**src/rtl/core/assert_macros.svh**
```systemverilog
// Assertion macros shared by the cache RTL.
// Depends on nothing; included by files that carry concurrent checks.
`ifndef ASSERT_MACROS_SVH
`define ASSERT_MACROS_SVH

// The consequent must hold in the same cycle as the antecedent.
`define ASSERT_SAME(label, clk, rst_n, ante, cons, msg) \
	label: assert property (@(posedge clk) disable iff (!rst_n) (ante) |-> (cons)) \
		else $error(msg);

// The consequent must hold in the cycle after the antecedent.
`define ASSERT_NEXT(label, clk, rst_n, ante, cons, msg) \
	label: assert property (@(posedge clk) disable iff (!rst_n) (ante) |=> (cons)) \
		else $error(msg);

`endif

```
**src/rtl/core/lkv_pkg.sv**
```systemverilog
// Shared types and constants for the LFU key/value cache.
// Depends on nothing; used by the controller, the datapath and the top level.
package lkv_pkg;

	localparam int DEFAULT_ENTRIES = 16;
	localparam int CAP_W           = 5;
	localparam int KEY_W           = 32;
	localparam int VALUE_W         = 32;
	localparam int COUNT_W         = 32;
	localparam int STAMP_W         = 48;

	localparam logic [CAP_W-1:0]   CAP_RESET  = 5'd16;
	localparam logic [COUNT_W-1:0] COUNT_MAX  = 32'hFFFF_FFFF;
	localparam logic [VALUE_W-1:0] MISS_VALUE = 32'hFFFF_FFFF;

	// Request kinds.
	localparam logic OP_GET = 1'b0;
	localparam logic OP_PUT = 1'b1;

	// One request item.
	typedef struct packed {
		logic                      op;
		logic signed [KEY_W-1:0]   lookup_key;
		logic signed [VALUE_W-1:0] write_value;
	} req_t;

	// One result item.
	typedef struct packed {
		logic                      hit;
		logic signed [VALUE_W-1:0] read_value;
	} rsp_t;

	// One stored cache entry.
	typedef struct packed {
		logic [KEY_W-1:0]   key;
		logic [VALUE_W-1:0] value;
		logic [COUNT_W-1:0] count;
		logic [STAMP_W-1:0] stamp;
	} entry_t;

	// Commands from the controller to the datapath.
	typedef struct packed {
		logic capture;
		logic commit;
	} cmd_t;

	// Status from the datapath to the controller.
	typedef struct packed {
		logic scan_done;
		logic is_get;
	} status_t;

endpackage

```
**src/rtl/core/lfu_key_value_cache.sv**
```systemverilog
// LFU key/value cache with least-recent-use tie break, top level.
// Each item is accepted, then the entry memory is scanned through its single read port, and then
// the item commits; a get commit waits while a held result is stalled. No new item is taken before commit.
// A get gives a result from its commit; a put gives no result.
// Reset (arst_n, asynchronous, active low) clears all valid bits and the stamp clock
// and sets the capacity to 16; entry contents are not cleared.
`include "assert_macros.svh"

module lfu_key_value_cache #(
	parameter int ENTRIES = lkv_pkg::DEFAULT_ENTRIES
) (
	input  logic                      clk,
	input  logic                      arst_n,
	input  logic                      req_valid,
	output logic                      req_stall,
	input  lkv_pkg::req_t             req,
	output logic                      rsp_valid,
	input  logic                      rsp_stall,
	output lkv_pkg::rsp_t             rsp,
	input  logic                      cfg_wr_en,
	input  logic [lkv_pkg::CAP_W-1:0] cfg_wr_data
);

	lkv_pkg::cmd_t    cmd;
	lkv_pkg::status_t status;

	// Sequencing of accept, scan and commit.
	lkv_ctrl u_ctrl (
		.clk       (clk),
		.arst_n    (arst_n),
		.req_valid (req_valid),
		.req_stall (req_stall),
		.rsp_valid (rsp_valid),
		.rsp_stall (rsp_stall),
		.status    (status),
		.cmd       (cmd)
	);

	// Entry storage, search and update.
	lkv_datapath #(
		.ENTRIES (ENTRIES)
	) u_datapath (
		.clk         (clk),
		.arst_n      (arst_n),
		.cfg_wr_en   (cfg_wr_en),
		.cfg_wr_data (cfg_wr_data),
		.req         (req),
		.rsp         (rsp),
		.cmd         (cmd),
		.status      (status)
	);

	// The block takes no second item until the current one has committed.
	`ASSERT_NEXT(a_busy_after_accept, clk, arst_n, req_valid && !req_stall, req_stall, "item accepted while busy")
	// A new result only ever follows a commit.
	`ASSERT_SAME(a_rsp_after_commit, clk, arst_n, $rose(rsp_valid), $past(cmd.commit), "result without commit")
	// A put commit never raises a result.
	`ASSERT_NEXT(a_put_no_rsp, clk, arst_n, cmd.commit && !status.is_get, !$rose(rsp_valid), "put produced a result")

endmodule

```
**src/rtl/core/lkv_ctrl.sv**
```systemverilog
// Controller state machine of the LFU key/value cache.
// Depends on lkv_pkg; drives commands to lkv_datapath and the channel handshakes.
module lkv_ctrl (
	input  logic             clk,
	input  logic             arst_n,
	input  logic             req_valid,
	output logic             req_stall,
	output logic             rsp_valid,
	input  logic             rsp_stall,
	input  lkv_pkg::status_t status,
	output lkv_pkg::cmd_t    cmd
);

	typedef enum logic [1:0] {
		ST_IDLE,
		ST_SCAN,
		ST_COMMIT
	} state_t;

	state_t state_q;
	logic   rsp_valid_q;

	// A get may only commit once the result register is free or being emptied.
	always_comb begin
		req_stall   = (state_q != ST_IDLE);
		cmd.capture = (state_q == ST_IDLE) && req_valid;
		cmd.commit  = (state_q == ST_COMMIT) &&
			(!status.is_get || !rsp_valid_q || !rsp_stall);
	end

	assign rsp_valid = rsp_valid_q;

	// State and the result valid flag.
	always_ff @(posedge clk or negedge arst_n) begin
		if (!arst_n) begin
			state_q     <= ST_IDLE;
			rsp_valid_q <= 1'b0;
		end else begin
			case (state_q)
				ST_IDLE: begin
					if (req_valid) begin
						state_q <= ST_SCAN;
					end
				end
				ST_SCAN: begin
					if (status.scan_done) begin
						state_q <= ST_COMMIT;
					end
				end
				ST_COMMIT: begin
					if (cmd.commit) begin
						state_q <= ST_IDLE;
					end
				end
				default: begin
					state_q <= ST_IDLE;
				end
			endcase

			if (cmd.commit && status.is_get) begin
				rsp_valid_q <= 1'b1;
			end else if (!rsp_stall) begin
				rsp_valid_q <= 1'b0;
			end
		end
	end

endmodule

```
**src/rtl/core/lkv_datapath.sv**
```systemverilog
// Datapath of the LFU key/value cache: entry memory, valid bits, scan and update.
// Depends on lkv_pkg; commanded by lkv_ctrl.
module lkv_datapath #(
	parameter int ENTRIES = lkv_pkg::DEFAULT_ENTRIES
) (
	input  logic                         clk,
	input  logic                         arst_n,
	input  logic                         cfg_wr_en,
	input  logic [lkv_pkg::CAP_W-1:0]    cfg_wr_data,
	input  lkv_pkg::req_t                req,
	output lkv_pkg::rsp_t                rsp,
	input  lkv_pkg::cmd_t                cmd,
	output lkv_pkg::status_t             status
);

	localparam int IDX_W  = (ENTRIES > 1) ? $clog2(ENTRIES) : 1;
	localparam int USED_W = $clog2(ENTRIES + 1);
	localparam int CAPX_W = (USED_W > lkv_pkg::CAP_W) ? USED_W : lkv_pkg::CAP_W;
	localparam logic [IDX_W-1:0]  LAST_IDX    = IDX_W'(ENTRIES - 1);
	localparam logic [CAPX_W-1:0] ENTRIES_CAP = CAPX_W'(ENTRIES);

	// Entry storage and per-entry valid bits.
	lkv_pkg::entry_t mem [ENTRIES];
	logic [ENTRIES-1:0] valid_q;

	// Configuration, request and clock registers.
	logic [lkv_pkg::CAP_W-1:0]   cap_q;
	lkv_pkg::req_t               req_q;
	logic [lkv_pkg::STAMP_W-1:0] stamp_clock_q;
	lkv_pkg::rsp_t               rsp_q;

	// Read address issue.
	logic             issue_active_q;
	logic [IDX_W-1:0] rd_addr_q;

	// Registered read stage.
	logic             live_s1;
	logic             vld_s1;
	logic [IDX_W-1:0] idx_s1;
	lkv_pkg::entry_t  rd_entry_s1;

	// Scan results.
	logic                        match_found_q;
	logic [IDX_W-1:0]            match_idx_q;
	lkv_pkg::entry_t             match_entry_q;
	logic                        victim_found_q;
	logic [IDX_W-1:0]            victim_idx_q;
	logic [lkv_pkg::COUNT_W-1:0] victim_count_q;
	logic [lkv_pkg::STAMP_W-1:0] victim_stamp_q;
	logic                        free_found_q;
	logic [IDX_W-1:0]            free_idx_q;
	logic [USED_W-1:0]           used_q;

	// Commit decisions.
	logic                        is_get;
	logic                        cap_zero;
	logic [CAPX_W-1:0]           cap_ext;
	logic [CAPX_W-1:0]           cap_eff;
	logic                        evict;
	logic [IDX_W-1:0]            slot;
	logic [ENTRIES-1:0]          valid_next;
	logic                        wr_en;
	logic                        wr_new;
	logic [IDX_W-1:0]            wr_addr;
	lkv_pkg::entry_t             wr_data;
	logic [lkv_pkg::STAMP_W-1:0] stamp_next;
	logic [lkv_pkg::COUNT_W-1:0] count_bumped;
	logic                        key_match;
	logic                        older;

	assign is_get   = (req_q.op == lkv_pkg::OP_GET);
	assign cap_zero = (cap_q == '0);
	assign cap_ext  = CAPX_W'(cap_q);
	assign cap_eff  = (cap_ext > ENTRIES_CAP) ? ENTRIES_CAP : cap_ext;

	assign status.scan_done = live_s1 && (idx_s1 == LAST_IDX);
	assign status.is_get    = is_get;
	assign rsp              = rsp_q;

	// Per-entry compare against the running search state.
	assign key_match = vld_s1 && (rd_entry_s1.key == $unsigned(req_q.lookup_key));
	assign older     = !victim_found_q ||
		(rd_entry_s1.count < victim_count_q) ||
		((rd_entry_s1.count == victim_count_q) && (rd_entry_s1.stamp < victim_stamp_q));

	// Update decision: restamp and count a hit (a put also writes its value), or fill a slot for a new key on a put.
	always_comb begin
		stamp_next   = stamp_clock_q + 1'b1;
		count_bumped = (match_entry_q.count == lkv_pkg::COUNT_MAX) ?
			match_entry_q.count : match_entry_q.count + 1'b1;
		evict        = (CAPX_W'(used_q) >= cap_eff) && victim_found_q;
		slot         = evict ?
			((free_found_q && (free_idx_q < victim_idx_q)) ? free_idx_q : victim_idx_q) :
			free_idx_q;
		// The victim is dropped and the chosen slot marked in one update.
		valid_next   = valid_q;
		if (evict) begin
			valid_next[victim_idx_q] = 1'b0;
		end
		valid_next[slot] = 1'b1;
		wr_en        = 1'b0;
		wr_new       = 1'b0;
		wr_addr      = match_idx_q;
		wr_data.key  = $unsigned(req_q.lookup_key);
		wr_data.value = is_get ? match_entry_q.value : $unsigned(req_q.write_value);
		wr_data.count = count_bumped;
		wr_data.stamp = stamp_next;
		if (cmd.commit && !cap_zero) begin
			if (match_found_q) begin
				wr_en = 1'b1;
			end else if (!is_get && (evict || free_found_q)) begin
				wr_en         = 1'b1;
				wr_new        = 1'b1;
				wr_addr       = slot;
				wr_data.count = '0;
			end
		end
	end

	// Entry memory: one registered read and one write a cycle.
	always_ff @(posedge clk) begin
		if (issue_active_q) begin
			rd_entry_s1 <= mem[rd_addr_q];
		end
		if (wr_en) begin
			mem[wr_addr] <= wr_data;
		end
	end

	// Payload registers.
	always_ff @(posedge clk) begin
		if (cmd.capture) begin
			req_q <= req;
		end
		if (live_s1 && key_match && !match_found_q) begin
			match_idx_q   <= idx_s1;
			match_entry_q <= rd_entry_s1;
		end
		if (live_s1 && vld_s1 && older) begin
			victim_idx_q   <= idx_s1;
			victim_count_q <= rd_entry_s1.count;
			victim_stamp_q <= rd_entry_s1.stamp;
		end
		if (live_s1 && !vld_s1 && !free_found_q) begin
			free_idx_q <= idx_s1;
		end
		if (cmd.commit && is_get) begin
			rsp_q.hit        <= !cap_zero && match_found_q;
			rsp_q.read_value <= (!cap_zero && match_found_q) ?
				$signed(match_entry_q.value) : $signed(lkv_pkg::MISS_VALUE);
		end
	end

	// Control state: configuration, valid bits, clock, scan sequencing and flags.
	always_ff @(posedge clk or negedge arst_n) begin
		if (!arst_n) begin
			cap_q          <= lkv_pkg::CAP_RESET;
			valid_q        <= '0;
			stamp_clock_q  <= '0;
			issue_active_q <= 1'b0;
			rd_addr_q      <= '0;
			live_s1        <= 1'b0;
			vld_s1         <= 1'b0;
			idx_s1         <= '0;
			match_found_q  <= 1'b0;
			victim_found_q <= 1'b0;
			free_found_q   <= 1'b0;
			used_q         <= '0;
		end else begin
			if (cfg_wr_en) begin
				cap_q <= cfg_wr_data;
			end

			// Issue one read address per cycle across all entries.
			live_s1 <= issue_active_q;
			vld_s1  <= valid_q[rd_addr_q];
			idx_s1  <= rd_addr_q;
			if (cmd.capture) begin
				issue_active_q <= 1'b1;
				rd_addr_q      <= '0;
			end else if (issue_active_q) begin
				if (rd_addr_q == LAST_IDX) begin
					issue_active_q <= 1'b0;
				end else begin
					rd_addr_q <= rd_addr_q + 1'b1;
				end
			end

			// Accumulate match, victim, free slot and occupancy.
			if (cmd.capture) begin
				match_found_q  <= 1'b0;
				victim_found_q <= 1'b0;
				free_found_q   <= 1'b0;
				used_q         <= '0;
			end else if (live_s1) begin
				if (vld_s1) begin
					used_q         <= used_q + 1'b1;
					victim_found_q <= 1'b1;
					if (key_match) begin
						match_found_q <= 1'b1;
					end
				end else begin
					free_found_q <= 1'b1;
				end
			end

			// Commit: valid bits and the stamp clock.
			if (wr_en) begin
				stamp_clock_q <= stamp_next;
			end
			if (wr_new) begin
				valid_q <= valid_next;
			end
		end
	end

endmodule
```
**config.mk**
```make
export PLATFORM = sky130hd
export DESIGN_NAME = lfu_key_value_cache
export DESIGN_NICKNAME = d
export VERILOG_FILES = /design/src/rtl/core/lkv_pkg.sv /design/src/rtl/core/lfu_key_value_cache.sv /design/src/rtl/core/lkv_ctrl.sv /design/src/rtl/core/lkv_datapath.sv
export VERILOG_INCLUDE_DIRS = /design/src /design/src/rtl/core
export SDC_FILE = /design/constraint.sdc
export NUM_CORES = 2
export LEC_CHECK = 0
export ABC_AREA = 0
export BUFFER_PORTS_ARGS = -buffer_cell sky130_fd_sc_hd__buf_2
export CAP_MARGIN = 10
export CORE_AREA = 5 5 384 480
export DETAILED_ROUTE_END_ITERATION = 10
export DIE_AREA = 0 0 389 485
export PLACE_DENSITY = 0.76
export SETUP_SLACK_MARGIN = 0.02
export SLEW_MARGIN = 20
export SYNTH_ARGS = -nofsm -noshare
export SYNTH_HDL_FRONTEND = slang
export SYNTH_HIERARCHICAL = 1
export SYNTH_SLANG_ARGS = --single-unit
```
**constraint.sdc**
```tcl
create_clock -name clk -period 24 [get_ports clk]
set_input_delay 4.8 -clock clk [delete_from_list [all_inputs] [get_ports clk]]
set_output_delay 4.8 -clock clk [all_outputs]
set_load 0.005 [all_outputs]
```
==> impl_results.md <==
* Share of cells above drive strength 1 at 27.72%
* Postcts setup bufs at 0
* Die width at 389 um
* Via density at 6.578
* Crit path DAT at 9.39 ns
* Wirelength per Cell at 31.94 um
* Pwr Density at 101.3 nW/um^2
* Syn_nets at 4823
* Dpl cells at 7036
* Vias post-DR at 49340
* Clock Sinks at 2793
* DRC errors left at 0
* Static leakage at 36.92 nW
* Grt total ovfl at 0
* 1st-pass router iterations at 5
* Mapped cell area at 106900 um^2
* Sum Neg Setup Slack at 0 ns
* Final setup viols at 0
* DP Wirelength at 110.7 mm
* Clk_skew at 0.06358 ns
* Hold Fails Final Rpt at 0
* Fmax at 0.1125 GHz
* Design Power at 12.09 mW
* Setup slack at placement at 14.26 ns
* Critical path class: in2reg
* Total Routing Usage GR at 25.70%
* PortBufs at 109
* Pin count of the biggest net entering global routing at 165
* Die area at 188700 um^2
* Synth Instances at 4657
* Initial antenna violation count at 5
* VDD IR max at 109.1 uV
* Min Tclk post-route at 8.886 ns
* Hold buffer count at cts at 0
* Crit path capture type: flop
* Status: complete, no violations
* Post-CTS Resized at 0
* Layout area overhead at 11.55%
* Final worst setup slack at 15.11 ns
* Layout fillers at 10650
* Top Ports at 110
* Later-pin clock latency in the skew report at 0.93 ns
* Site Rows at 174
* Final #Nets at 5105
* Post-synth ARST share at 3.258%
* Placer Congestion at 0.7918
* Die height at 485 um
* Clock Path Buffers at 4
* CTS H-tree lvls at 5
* Clk pin slew, worst setup/hold paths at 0.06 ns
* Core Area at 179200 um^2
* Worst hold path class: reg2reg
* Synth area leader: edfxtp_1
* Post-synth top area share at 75.88%
* Multi-input logic area at 22770 um^2
* Cts bufs inserted at 275
* Sequential-to-total area share from yosys stat at 78.01%
* Initial DRC count at 6338
* Synth Area per Inst at 22.96 um^2
* Unique masters post-synth at 66
* First-pass GRT wire length at 353.0 mm
* Slew headroom at 22.42%
* Vias in the first global route at 52320
* Fin. max-slew vios at 0
* EDFF count, synth at 2702
* Largest cells by area after synthesis: edfxtp_1 (76%), mux4_2 (15%), dfrtp_1 (2.1%)
* TritonCTS clock tree: built
* Max-Cap Viols at 0
* Post-route insts no fill at 7501
* DRT antenna net count at 0
* Register area at 83440 um^2
* Worst r2r src: u_datapath/cap_ext[4]
* Final Hold Slack at 0.4168 ns
* Primary FF master, synth: edfxtp_1
* CTS Root Buffer Type: clkbuf_16
* CP max FO at 47
* Crit path launch: rsp_stall
* Hold_sp: u_datapath/rd_entry_s1[92]
* Routed WL at 239.6 mm
* Period Utilization, post-route at 37.02%
* Unrepaired setup endpoints after global routing: no
* Starting Density at 59.68%
* Flip-flop and latch count after synthesis at 2793
* Worst slew pin tran at 1.164 ns
* Crit path launch type: input pin
* WP data required at 24.50 ns
* Synth warn at 6
[where the power goes]
group / switching, mW / internal (mW)
clock: 1.74 / 2.34
sequential: 0.205 / 5.62
combinational: 1.10 / 1.08
[cells in the final DEF, fill, tap and decap left out, drive strengths merged, types with 7 or more instances in the layout]
cell | netlist | layout
a211oi | 7 | 7
a21oi | 36 | 36
or2 | 36 | 36
mux2 | 36 | 36
nand2b | 17 | 17
dfrtp | 90 | 90
nor3 | 31 | 31
and3 | 16 | 16
and4 | 11 | 11
edfxtp | 2702 | 2702
clkbuf | 109 | 336
and2 | 7 | 7
o21ai | 53 | 53
mux4 | 725 | 725
inv | 99 | 103
xor2 | 97 | 97
nand3 | 50 | 50
nor2 | 99 | 99
bufinv | 0 | 20
xnor2 | 61 | 61
ha | 91 | 91
a21o | 21 | 21
nor2b | 7 | 7
nand4 | 36 | 36
clkinvlp | 0 | 9
nand2 | 85 | 85
clkinv | 0 | 91
nor4 | 16 | 16
buf | 76 | 190
[layout make-up]
type,count,area share [%]
inverters,99,0.3116
clock buffers,336,6.033
diodes,3,0.006294
well taps,2376,2.492
clock inverters,124,0.9536
repair buffers,190,1.163
multi-input cells,1580,19.09
flip-flops and latches,2793,69.95
[worst paths after layout]
path | end | slack, ns | depth (start not counted)
max | u_datapath/mem[0][110] | 15.11 | 13
min | u_datapath/match_entry_q[92] | 0.42 | 0
max reg2reg | u_datapath/mem[14][96] | 18.43 | 13
min reg2reg | u_datapath/match_entry_q[92] | 0.42 | 0
max in group asynchronous | u_datapath/stamp_clock_q[44] | 18.99 | 2
min in group asynchronous | u_datapath/rd_addr_q[1] | 3.91 | 1
[sequential cells by signal (all words and copies together) (netlist names), 16 cells and up]
signal and cells:
u_datapath/match_entry_q 64, u_datapath/mem 2304, u_datapath/rd_entry_s1 144, u_datapath/req_q 65
u_datapath/rsp 33, u_datapath/stamp_clock_q 48, u_datapath/valid_q 16, u_datapath/victim_count_q 32
u_datapath/victim_stamp_q 48
[Yosys cell counts, types with 36 or more instances]
| library cell | count |
|---|---|
| clkbuf_1 | 109 |
| nand3_1 | 47 |
| dfrtp_1 | 90 |
| mux2_2 | 36 |
| nor2_1 | 96 |
| a21oi_1 | 36 |
| o21ai_0 | 51 |
| edfxtp_1 | 2702 |
| mux4_2 | 725 |
| xor2_1 | 97 |
| ha_1 | 91 |
| buf_1 | 62 |
| nand2_1 | 85 |
| inv_1 | 99 |
| xnor2_1 | 61 |
[routing by layer]
layer  share of wire [%]  global-route usage, %  vias up
li1                    -                      -    19990
met5                   0                      0        -
met2                  51                  42.49     2798
met3                 9.3                  5.279      464
met1                  36                  35.24    26090
met4                 3.0                  8.041        0
[kinds of logic after synthesis]
group	after synthesis	synth area share (%)
AO/OA/AOI/OAI	143	0.8097
adder cells (fa/ha/maj)	91	1.065
AND/OR/NAND/NOR	422	2.100
flip-flops	2793	78.01
XOR/XNOR	158	1.294
buffers and inverters	284	1.022
multiplexers	766	15.70
[critical path, cell delays in order]
cell and delay [ns]:
buf_2 0.11, nand3_1 0.08, nor2b_1 0.18, inv_1 0.10, a211o_1 0.36, nand2b_1 0.26, nor2_4 0.31, buf_4 0.54
o211ai_1 0.30, a21bo_2 0.33, nor3_2 0.23, buf_4 0.84, buf_4 0.81
[stage by stage]
stage	util (%)	area, um^2
5_1_grt	66.57	119300
4_1_cts	66.42	119000
3_3_place_gp	61.76	110700
2_1_floorplan	-	106900
6_report	66.57	119300
3_5_place_dp	61.77	110700
(Power assumes the default switching activity.)
